## src/design/bfpa_pkg.sv

```systemverilog
// ----------------------------------------------------------------------------
// bfpa_pkg
// Shared types and constants of the best-fit partition allocator.
// ----------------------------------------------------------------------------
package bfpa_pkg;

	localparam int NAME_W = 16;
	localparam int SIZE_W = 24;
	localparam int SUM_W  = 32;

	typedef enum logic {
		OP_LOAD  = 1'b0,
		OP_ALLOC = 1'b1
	} op_t;

	typedef struct packed {
		logic              opcode;
		logic [NAME_W-1:0] part_id;
		logic [SIZE_W-1:0] amount;
		logic [NAME_W-1:0] job_id;
	} in_item_t;

	typedef struct packed {
		logic [NAME_W-1:0] job_tag;
		logic              granted;
		logic [NAME_W-1:0] chosen_part;
		logic [SIZE_W-1:0] waste;
		logic [SUM_W-1:0]  total_waste;
	} out_item_t;

	// Command passed from the front end to the back end through the queue
	typedef struct packed {
		logic              is_alloc;
		logic [NAME_W-1:0] name;
		logic [SIZE_W-1:0] amount;
	} cmd_t;

endpackage

```

## src/design/bfpa_ram.sv

```systemverilog
// ----------------------------------------------------------------------------
// bfpa_ram
// Generic single-write, single-read RAM with registered read data.
// ----------------------------------------------------------------------------
module bfpa_ram #(
	parameter int WIDTH = 8,
	parameter int DEPTH = 32
) (
	input  logic                                   clk,
	input  logic                                   we,
	input  logic [$clog2(DEPTH > 1 ? DEPTH : 2)-1:0] waddr,
	input  logic [WIDTH-1:0]                       wdata,
	input  logic [$clog2(DEPTH > 1 ? DEPTH : 2)-1:0] raddr,
	output logic [WIDTH-1:0]                       rdata
);

	logic [WIDTH-1:0] mem_q [DEPTH];

	// Write port and registered read port
	always_ff @(posedge clk) begin
		if (we) begin
			mem_q[waddr] <= wdata;
		end
		rdata <= mem_q[raddr];
	end

endmodule

```

## src/design/bfpa_front.sv

```systemverilog
// ----------------------------------------------------------------------------
// bfpa_front
// Accepts input items, classifies them and keeps a two-entry command queue.
// ----------------------------------------------------------------------------
module bfpa_front (
	input  logic                clk,
	input  logic                arst_n,
	input  logic                in_valid,
	output logic                in_stall,
	input  bfpa_pkg::in_item_t  in_data,
	output logic                cmd_valid,
	input  logic                cmd_take,
	output bfpa_pkg::cmd_t      cmd
);

	bfpa_pkg::cmd_t q_q [2];
	logic           rd_q;
	logic           wr_q;
	logic [1:0]     cnt_q;
	logic           push;
	logic           pop;
	bfpa_pkg::cmd_t in_cmd;

	// Classify the incoming item
	always_comb begin
		in_cmd.is_alloc = (in_data.opcode == bfpa_pkg::OP_ALLOC);
		in_cmd.name     = in_cmd.is_alloc ? in_data.job_id : in_data.part_id;
		in_cmd.amount   = in_data.amount;
	end

	assign in_stall  = (cnt_q == 2'd2);
	assign push      = in_valid && !in_stall;
	assign cmd_valid = (cnt_q != 2'd0);
	assign pop       = cmd_valid && cmd_take;
	assign cmd       = q_q[rd_q];

	// Advance queue pointers and count
	always_ff @(posedge clk or negedge arst_n) begin
		if (!arst_n) begin
			rd_q  <= 1'b0;
			wr_q  <= 1'b0;
			cnt_q <= 2'd0;
		end else begin
			if (push) wr_q <= ~wr_q;
			if (pop) rd_q <= ~rd_q;
			cnt_q <= cnt_q + {1'b0, push} - {1'b0, pop};
		end
	end

	// Store queue payload
	always_ff @(posedge clk) begin
		if (push) begin
			q_q[wr_q] <= in_cmd;
		end
	end

	assert property (@(posedge clk) disable iff (!arst_n) cnt_q <= 2'd2)
		else $error("queue count overflow");
	assert property (@(posedge clk) disable iff (!arst_n)
		(cnt_q == 2'd0) |-> !pop)
		else $error("pop from empty queue");
	assert property (@(posedge clk) disable iff (!arst_n)
		(push && !pop) |=> (cnt_q == $past(cnt_q) + 2'd1))
		else $error("queue count did not advance on push");

endmodule

```

## src/design/bfpa_back.sv

```systemverilog
// ----------------------------------------------------------------------------
// bfpa_back
// Executes loads and best-fit scans over the partition table.
// ----------------------------------------------------------------------------
module bfpa_back #(
	parameter int MAX_PARTS = 32
) (
	input  logic                 clk,
	input  logic                 arst_n,
	input  logic                 cmd_valid,
	output logic                 cmd_take,
	input  bfpa_pkg::cmd_t       cmd,
	output logic                 out_valid,
	input  logic                 out_stall,
	output bfpa_pkg::out_item_t  out_data
);

	localparam int IW = (MAX_PARTS > 1) ? $clog2(MAX_PARTS) : 1;
	localparam int CW = $clog2(MAX_PARTS + 1);

	typedef enum logic [2:0] {
		ST_IDLE,
		ST_SCAN,
		ST_LAST,
		ST_NAME,
		ST_DONE
	} state_t;

	state_t                         state_q;
	logic [MAX_PARTS-1:0]           busy_q;
	logic [CW-1:0]                  count_q;
	logic [bfpa_pkg::SUM_W-1:0]     sum_q;
	logic [CW-1:0]                  idx_q;
	logic [IW-1:0]                  rd_idx_q;
	logic [IW-1:0]                  best_q;
	logic [bfpa_pkg::SIZE_W-1:0]    best_w_q;
	logic                           found_q;
	logic [bfpa_pkg::SIZE_W-1:0]    need_q;
	logic [bfpa_pkg::NAME_W-1:0]    job_q;
	logic                           out_valid_q;
	bfpa_pkg::out_item_t            out_q;

	logic                           ram_we;
	logic [IW-1:0]                  ram_raddr;
	logic [bfpa_pkg::SIZE_W-1:0]    size_rd;
	logic [bfpa_pkg::NAME_W-1:0]    name_rd;
	logic                           cand_ok;
	logic [bfpa_pkg::SIZE_W-1:0]    cand_w;
	logic [bfpa_pkg::SUM_W:0]       sum_ext;

	assign cmd_take  = (state_q == ST_IDLE) && (!out_valid_q || !out_stall);
	assign ram_we    = cmd_valid && cmd_take && !cmd.is_alloc
		&& (count_q < CW'(MAX_PARTS));
	assign ram_raddr = (state_q == ST_LAST || state_q == ST_NAME) ? best_q
		: idx_q[IW-1:0];

	bfpa_ram #(.WIDTH(bfpa_pkg::SIZE_W), .DEPTH(MAX_PARTS)) u_sizes (
		.clk(clk), .we(ram_we), .waddr(count_q[IW-1:0]), .wdata(cmd.amount),
		.raddr(ram_raddr), .rdata(size_rd)
	);
	bfpa_ram #(.WIDTH(bfpa_pkg::NAME_W), .DEPTH(MAX_PARTS)) u_names (
		.clk(clk), .we(ram_we), .waddr(count_q[IW-1:0]), .wdata(cmd.name),
		.raddr(ram_raddr), .rdata(name_rd)
	);

	// Compare the entry read last cycle against the best so far
	assign cand_ok = !busy_q[rd_idx_q] && (need_q <= size_rd);
	assign cand_w  = size_rd - need_q;
	assign sum_ext = {1'b0, sum_q} + {{(bfpa_pkg::SUM_W-bfpa_pkg::SIZE_W+1){1'b0}}, best_w_q};

	// Sequence loads and scans, hold the result until taken
	always_ff @(posedge clk or negedge arst_n) begin
		if (!arst_n) begin
			state_q     <= ST_IDLE;
			busy_q      <= '0;
			count_q     <= '0;
			sum_q       <= '0;
			out_valid_q <= 1'b0;
			idx_q       <= '0;
			found_q     <= 1'b0;
		end else begin
			if (out_valid_q && !out_stall) out_valid_q <= 1'b0;
			case (state_q)
				ST_IDLE: begin
					if (cmd_valid && cmd_take) begin
						if (!cmd.is_alloc) begin
							if (ram_we) count_q <= count_q + CW'(1);
						end else begin
							need_q  <= cmd.amount;
							job_q   <= cmd.name;
							found_q <= 1'b0;
							idx_q   <= '0;
							state_q <= (count_q == '0) ? ST_DONE : ST_SCAN;
						end
					end
				end
				ST_SCAN: begin
					// idx_q is being read; rd_idx_q is in size_rd
					if (idx_q != '0) begin
						if (cand_ok && (!found_q || cand_w < best_w_q)) begin
							found_q  <= 1'b1;
							best_w_q <= cand_w;
							best_q   <= rd_idx_q;
						end
					end
					rd_idx_q <= idx_q[IW-1:0];
					if (idx_q + CW'(1) == count_q) begin
						state_q <= ST_LAST;
					end else begin
						idx_q <= idx_q + CW'(1);
					end
				end
				ST_LAST: begin
					if (cand_ok && (!found_q || cand_w < best_w_q)) begin
						found_q  <= 1'b1;
						best_w_q <= cand_w;
						best_q   <= rd_idx_q;
					end
					state_q <= ST_NAME;
				end
				ST_NAME: begin
					// best_q address is read now; data next cycle
					state_q <= ST_DONE;
				end
				ST_DONE: begin
					out_q.job_tag <= job_q;
					out_q.granted <= found_q;
					if (found_q) begin
						busy_q[best_q]    <= 1'b1;
						out_q.chosen_part <= name_rd;
						out_q.waste       <= best_w_q;
						out_q.total_waste <= sum_ext[bfpa_pkg::SUM_W] ? '1
							: sum_ext[bfpa_pkg::SUM_W-1:0];
						sum_q <= sum_ext[bfpa_pkg::SUM_W] ? '1
							: sum_ext[bfpa_pkg::SUM_W-1:0];
					end else begin
						out_q.chosen_part <= '0;
						out_q.waste       <= '0;
						out_q.total_waste <= sum_q;
					end
					out_valid_q <= 1'b1;
					state_q     <= ST_IDLE;
				end
				default: state_q <= ST_IDLE;
			endcase
		end
	end

	assign out_valid = out_valid_q;
	assign out_data  = out_q;

	assert property (@(posedge clk) disable iff (!arst_n)
		count_q <= CW'(MAX_PARTS))
		else $error("partition count beyond table");
	assert property (@(posedge clk) disable iff (!arst_n)
		(state_q == ST_DONE && found_q) |=> (sum_q >= $past(sum_q)))
		else $error("waste sum decreased");
	assert property (@(posedge clk) disable iff (!arst_n)
		(state_q == ST_DONE) |=> out_valid_q)
		else $error("result not presented");

endmodule

```

## src/design/best_fit_partition_allocator.sv

```systemverilog
// ----------------------------------------------------------------------------
// best_fit_partition_allocator
// Fixed-partition best-fit allocator, top level.
// ----------------------------------------------------------------------------
// Input channel (in_valid/in_stall/in_data): opcode load appends a
// partition (part_id, amount) to the table; loads past MAX_PARTS are
// dropped. Opcode allocate scans all loaded entries and grants the free
// partition with least waste, earlier position on a tie.
// Output channel (out_valid/out_stall/out_data): one item per allocate.
// A load passes through the queue to the back end. An allocate reads
// the loaded entries one per table read through a single comparator,
// then reads the chosen name and registers the result.
// A two-entry queue keeps accepting, until it is full, while the back end
// scans or the output is stalled. A stalled result holds in the output
// register; the back end takes no further item until it leaves.
// Reset clears the table count, busy flags and the waste sum.
// ----------------------------------------------------------------------------
module best_fit_partition_allocator #(
	parameter int MAX_PARTS = 32
) (
	input  logic                 clk,
	input  logic                 arst_n,
	input  logic                 in_valid,
	output logic                 in_stall,
	input  bfpa_pkg::in_item_t   in_data,
	output logic                 out_valid,
	input  logic                 out_stall,
	output bfpa_pkg::out_item_t  out_data
);

	logic           cmd_valid;
	logic           cmd_take;
	bfpa_pkg::cmd_t cmd;

	bfpa_front u_front (
		.clk(clk), .arst_n(arst_n), .in_valid(in_valid), .in_stall(in_stall),
		.in_data(in_data), .cmd_valid(cmd_valid), .cmd_take(cmd_take), .cmd(cmd)
	);

	bfpa_back #(.MAX_PARTS(MAX_PARTS)) u_back (
		.clk(clk), .arst_n(arst_n), .cmd_valid(cmd_valid), .cmd_take(cmd_take),
		.cmd(cmd), .out_valid(out_valid), .out_stall(out_stall),
		.out_data(out_data)
	);

endmodule
```

## config.mk

```make
export PLATFORM = sky130hd
export DESIGN_NAME = best_fit_partition_allocator
export DESIGN_NICKNAME = d
export VERILOG_FILES = /design/src/design/bfpa_pkg.sv /design/src/design/bfpa_ram.sv /design/src/design/bfpa_front.sv /design/src/design/bfpa_back.sv /design/src/design/best_fit_partition_allocator.sv
export SDC_FILE = /design/constraint.sdc
export NUM_CORES = 2
export LEC_CHECK = 0
export ABC_AREA = 1
export BUFFER_PORTS_ARGS = -buffer_cell sky130_fd_sc_hd__buf_4
export CAP_MARGIN = 30
export CORE_ASPECT_RATIO = 1.4
export CORE_MARGIN = 2
export CORE_UTILIZATION = 30
export DETAILED_ROUTE_END_ITERATION = 7
export SLEW_MARGIN = 20
export SYNTH_ARGS = -nofsm -noshare
export SYNTH_HDL_FRONTEND = slang
export SYNTH_HIERARCHICAL = 1
export SYNTH_SLANG_ARGS = --single-unit
```

## constraint.sdc

```tcl
create_clock -name clk -period 5 [get_ports clk]
set_input_delay 0.5 -clock clk [delete_from_list [all_inputs] [get_ports clk]]
set_output_delay 0.5 -clock clk [all_outputs]
set_load 0.02 [all_outputs]
```

==> flow_metrics.py <==
metrics = {
    "placed_design": {
        "dp_hpwl_mm": 115,
        "finalWeightedCongestion": 0.854,
        "place_ws_ns": 1.07,
        "portBuffers": 151,
    },
    "clock_network": {
        "insertion_delay_ns": 0.82,
        "cts_max_path_buffers": 4,
        "cts_tree": "yes",
        "ctsRootBufferMaster": "clkbuf_16",
        "cts.htree.levels": 4,
        "path_clk_slew_ns": 0.06,
        "cts_made_buffers": 170,
        "cts_sinks": 1650,
        "post_cts.repair.setup_buffers": 0,
    },
    "synth": {
        "ys_types": 49,
        "yosys-top-cells-area": "edfxtp_1, nand2_1, nand3_1, dfrtp_1, inv_1",
        "synth_area_um2": 70300,
        "synth_top_cell_by_area": "edfxtp_1",
        "syn-num-nets": 6539,
        "synth-async-reset-ratio": 0.0515,
        "ys_ff_latch": 1650,
        "synth_flop_cell": "edfxtp_1",
        "synthCells": 6399,
        "syn_avg_cell_area_um2": 11.0,
        "synth_warnings": 6,
        "ys_seq_area_frac": 0.693,
        "synth_top_area_share": 0.652,
        "synth_edf_count": 1525,
    },
    "floorplanning": {
        "dieHeight_um": 577,
        "coreArea_um2": 233000,
        "rows": 210,
        "die_w_um": 413,
        "pin_count": 152,
        "die_area_um2": 238000,
        "start_util": 0.301,
    },
    "setup_path": {
        "crit_top_cell": "nand2_1",
        "cp_num_buf_inv": 4,
        "slowest_delay_ns": 0.76,
        "crit_family": "buffers and inverters",
        "start_kind": "flop",
        "cp_cell_sequence": "inv_1, nor3_1, inv_1, nand2_1, o21ai_4, clkinv_8, buf_12, nand2_1, nand3_1, nand3_1, nand2_1, nand2_1, nand2_1, nand2_1, nand2_1",
        "crit_required_ns": 5.68,
        "worstSetupPathType": "flop to flop",
        "crit_arrival_ns": 4.79,
        "critPathMaxFanout": 129,
        "critical-path-slowest-cell": "o21ai_4",
        "endpoint_kind": "flop",
    },
    "layout": {
        "syn_to_final_growth_pct": 14.5,
        "fill_cells": 23006,
        "drive_above_1_share": 0.0969,
        "final_core_utilization": 0.345,
        "layout.nets": 6738,
    },
    "timing": {
        "max_freq_ghz": 0.243,
        "min_period_ns": 4.11,
        "drv_slew": 0,
        "fin_worst_skew_ns": 0.0787,
        "rsz0062_at_grt": "false",
        "period_share": 0.823,
        "setup_viol_count_final": 0,
        "timing.final.ws_setup_ns": 0.887,
        "tightestPinTransition_ns": 1.09,
        "finalHoldViolations": 0,
        "maxSlewHeadroom": 0.272,
        "tns_ns": 0,
    },
    "detailed_routing": {
        "wl_per_cell_um": 19.2,
        "drc_errors": 0,
        "drt_iter0_markers": 4121,
        "ant_nets": 0,
        "dr.pass1.iters": 5,
        "via_per_inst": 4.76,
        "dr_total_vias": 46713,
        "drt_wl_total_mm": 188,
    },
    "global_routing": {
        "first_global_vias": 45962,
        "grt_pass1_wl_mm": 283,
        "grt-ovfl-total": 0,
        "antenna_found_initial": 7,
        "grt_max_degree": 187,
        "grt_use_total": 0.155,
    },
    "outcome": {
        "status": "complete, no violations",
    },
    "power": {
        "p_per_area_nw_per_um2": 578,
        "peakVddDrop_uv": 514,
        "leakage_nw": 31.2,
        "p_total_mw": 46.5,
    },
    "min_path": {
        "min_path_type": "input port to flop",
    },
    "flow_run": {
        "maxCapViolCount": 0,
    },
}
tightest hold or removal path, delay by kind of cell:
kind / cells / cell delay, ns
buffers and inverters: 1 / 0.08
AOI/OAI and AO/OA: 1 / 0.09
and+or+nand+nor: 1 / 0.04
sequential cells by signal (all words and copies together), names as in the netlist, 2 cells and up:
name / count
u_front/cnt_q: 2
u_back/rd_idx_q: 5
u_back/idx_q: 6
u_back/best_q: 5
u_back/need_q: 24
u_front/q_q: 82
u_back/busy_q: 32
u_back/sum_q: 32
u_back/u_sizes/mem_q: 768
u_back/state_q: 3
u_back/out_data: 89
u_back/u_names/mem_q: 512
u_back/count_q: 6
u_back/u_sizes/rdata: 24
u_back/u_names/rdata: 16
u_back/best_w_q: 24
u_back/job_q: 16
final timing paths:
path,from,to,slack [ns],cells after the start
worst max-delay path,u_back/state_q[1],u_back/u_sizes/rdata[0],0.89,15
worst min-delay path,in_data[4],u_front/q_q[1][28],0.05,3
worst max register to register,u_back/state_q[1],u_back/u_sizes/rdata[0],0.89,15
worst min register to register,u_back/job_q[3],u_back/out_data[76],0.39,0
max in group asynchronous,arst_n,u_front/rd_q,3.74,4
min in group asynchronous,arst_n,u_back/sum_q[31],0.17,2
where the power goes:
group          internal, mW  total [mW]  switching (mW)
logic                  4.20        16.3            12.1
clock network          7.09        12.3            5.25
registers              17.5        17.9           0.348
total                  28.8        46.5            17.7
synth_stat cells, drive strengths merged, types with 2 or more instances:
master  number
a21boi       3
a21o         3
a21oi       69
a31oi        3
buf        269
clkbuf      42
dfrtp       85
dfxtp       40
edfxtp    1525
fa           2
ha          77
inv        347
nand2     2492
nand3     1085
nand3b       3
nand4       11
nor2       157
nor3        17
nor4         3
o211ai       4
o21a         2
o21ai      110
o21bai       3
o31ai        2
or2          3
xnor2       10
xor2        29
cells in the final DEF, fill, tap and decap left out, types with 66 or more instances in the layout:
| master | n |
|---|---|
| nor2_1 | 118 |
| edfxtp_1 | 1525 |
| a21oi_1 | 66 |
| clkbuf_16 | 172 |
| nand2_1 | 2463 |
| inv_1 | 334 |
| nand3_1 | 1070 |
| dfrtp_1 | 83 |
| o21ai_0 | 98 |
| ha_1 | 77 |
| buf_4 | 285 |
per-stage QoR:
| step | hold WS [ns] | cells | instance area [um2] |
|---|---|---|---|
| after detailed placement | 0.406 | 9463 | 74700 |
| after global routing | 0.0320 | 9804 | 80500 |
| after CTS | 0.00490 | 9798 | 80400 |
| final | 0.0498 | 9808 | 80500 |
| after global placement | 0.405 | 9461 | 74700 |
| after floorplan | 0.204 | 6399 | 70300 |
per-layer routing:
layer | track usage | vias up | part of all wire
li1 | - | 22146 | -
met2 | 0.269 | 1507 | 0.49
met4 | 0.0502 | 0 | 0.029
met3 | 0.0193 | 301 | 0.059
met1 | 0.200 | 22759 | 0.42
met5 | 0 | - | 0
cell type report:
type	instances	area, um2	area share
antenna	5	12.5	0.000155
clock buffer	220	4580	0.0570
clock inverter	83	747	0.00928
inverter	347	1340	0.0166
multi-input combinational	4091	18400	0.228
sequential	1650	48700	0.605
tap	3074	3850	0.0478
timing repair buffer	338	2890	0.0358
logic make-up (layout without fill, tap and decap cells):
kind of cell,count (synthesis),in the layout,synth area share
AND/OR/NAND/NOR,3773,3773,0.224
flip-flops,1650,1650,0.693
buffers and inverters,658,988,0.0484
AO/OA/AOI/OAI,200,200,0.0152
adder cells (fa/ha/maj),79,79,0.0143
XOR/XNOR,39,39,0.00486
other,0,5,0
what timing repair did:
action / 4_1_cts / 5_1_grt
hold buffers: 32 / 0
endpoints found under the hold margin: 78 / 0
resized for setup: 0 / 0
No activity file was read; power rests on OpenSTA's default activity.
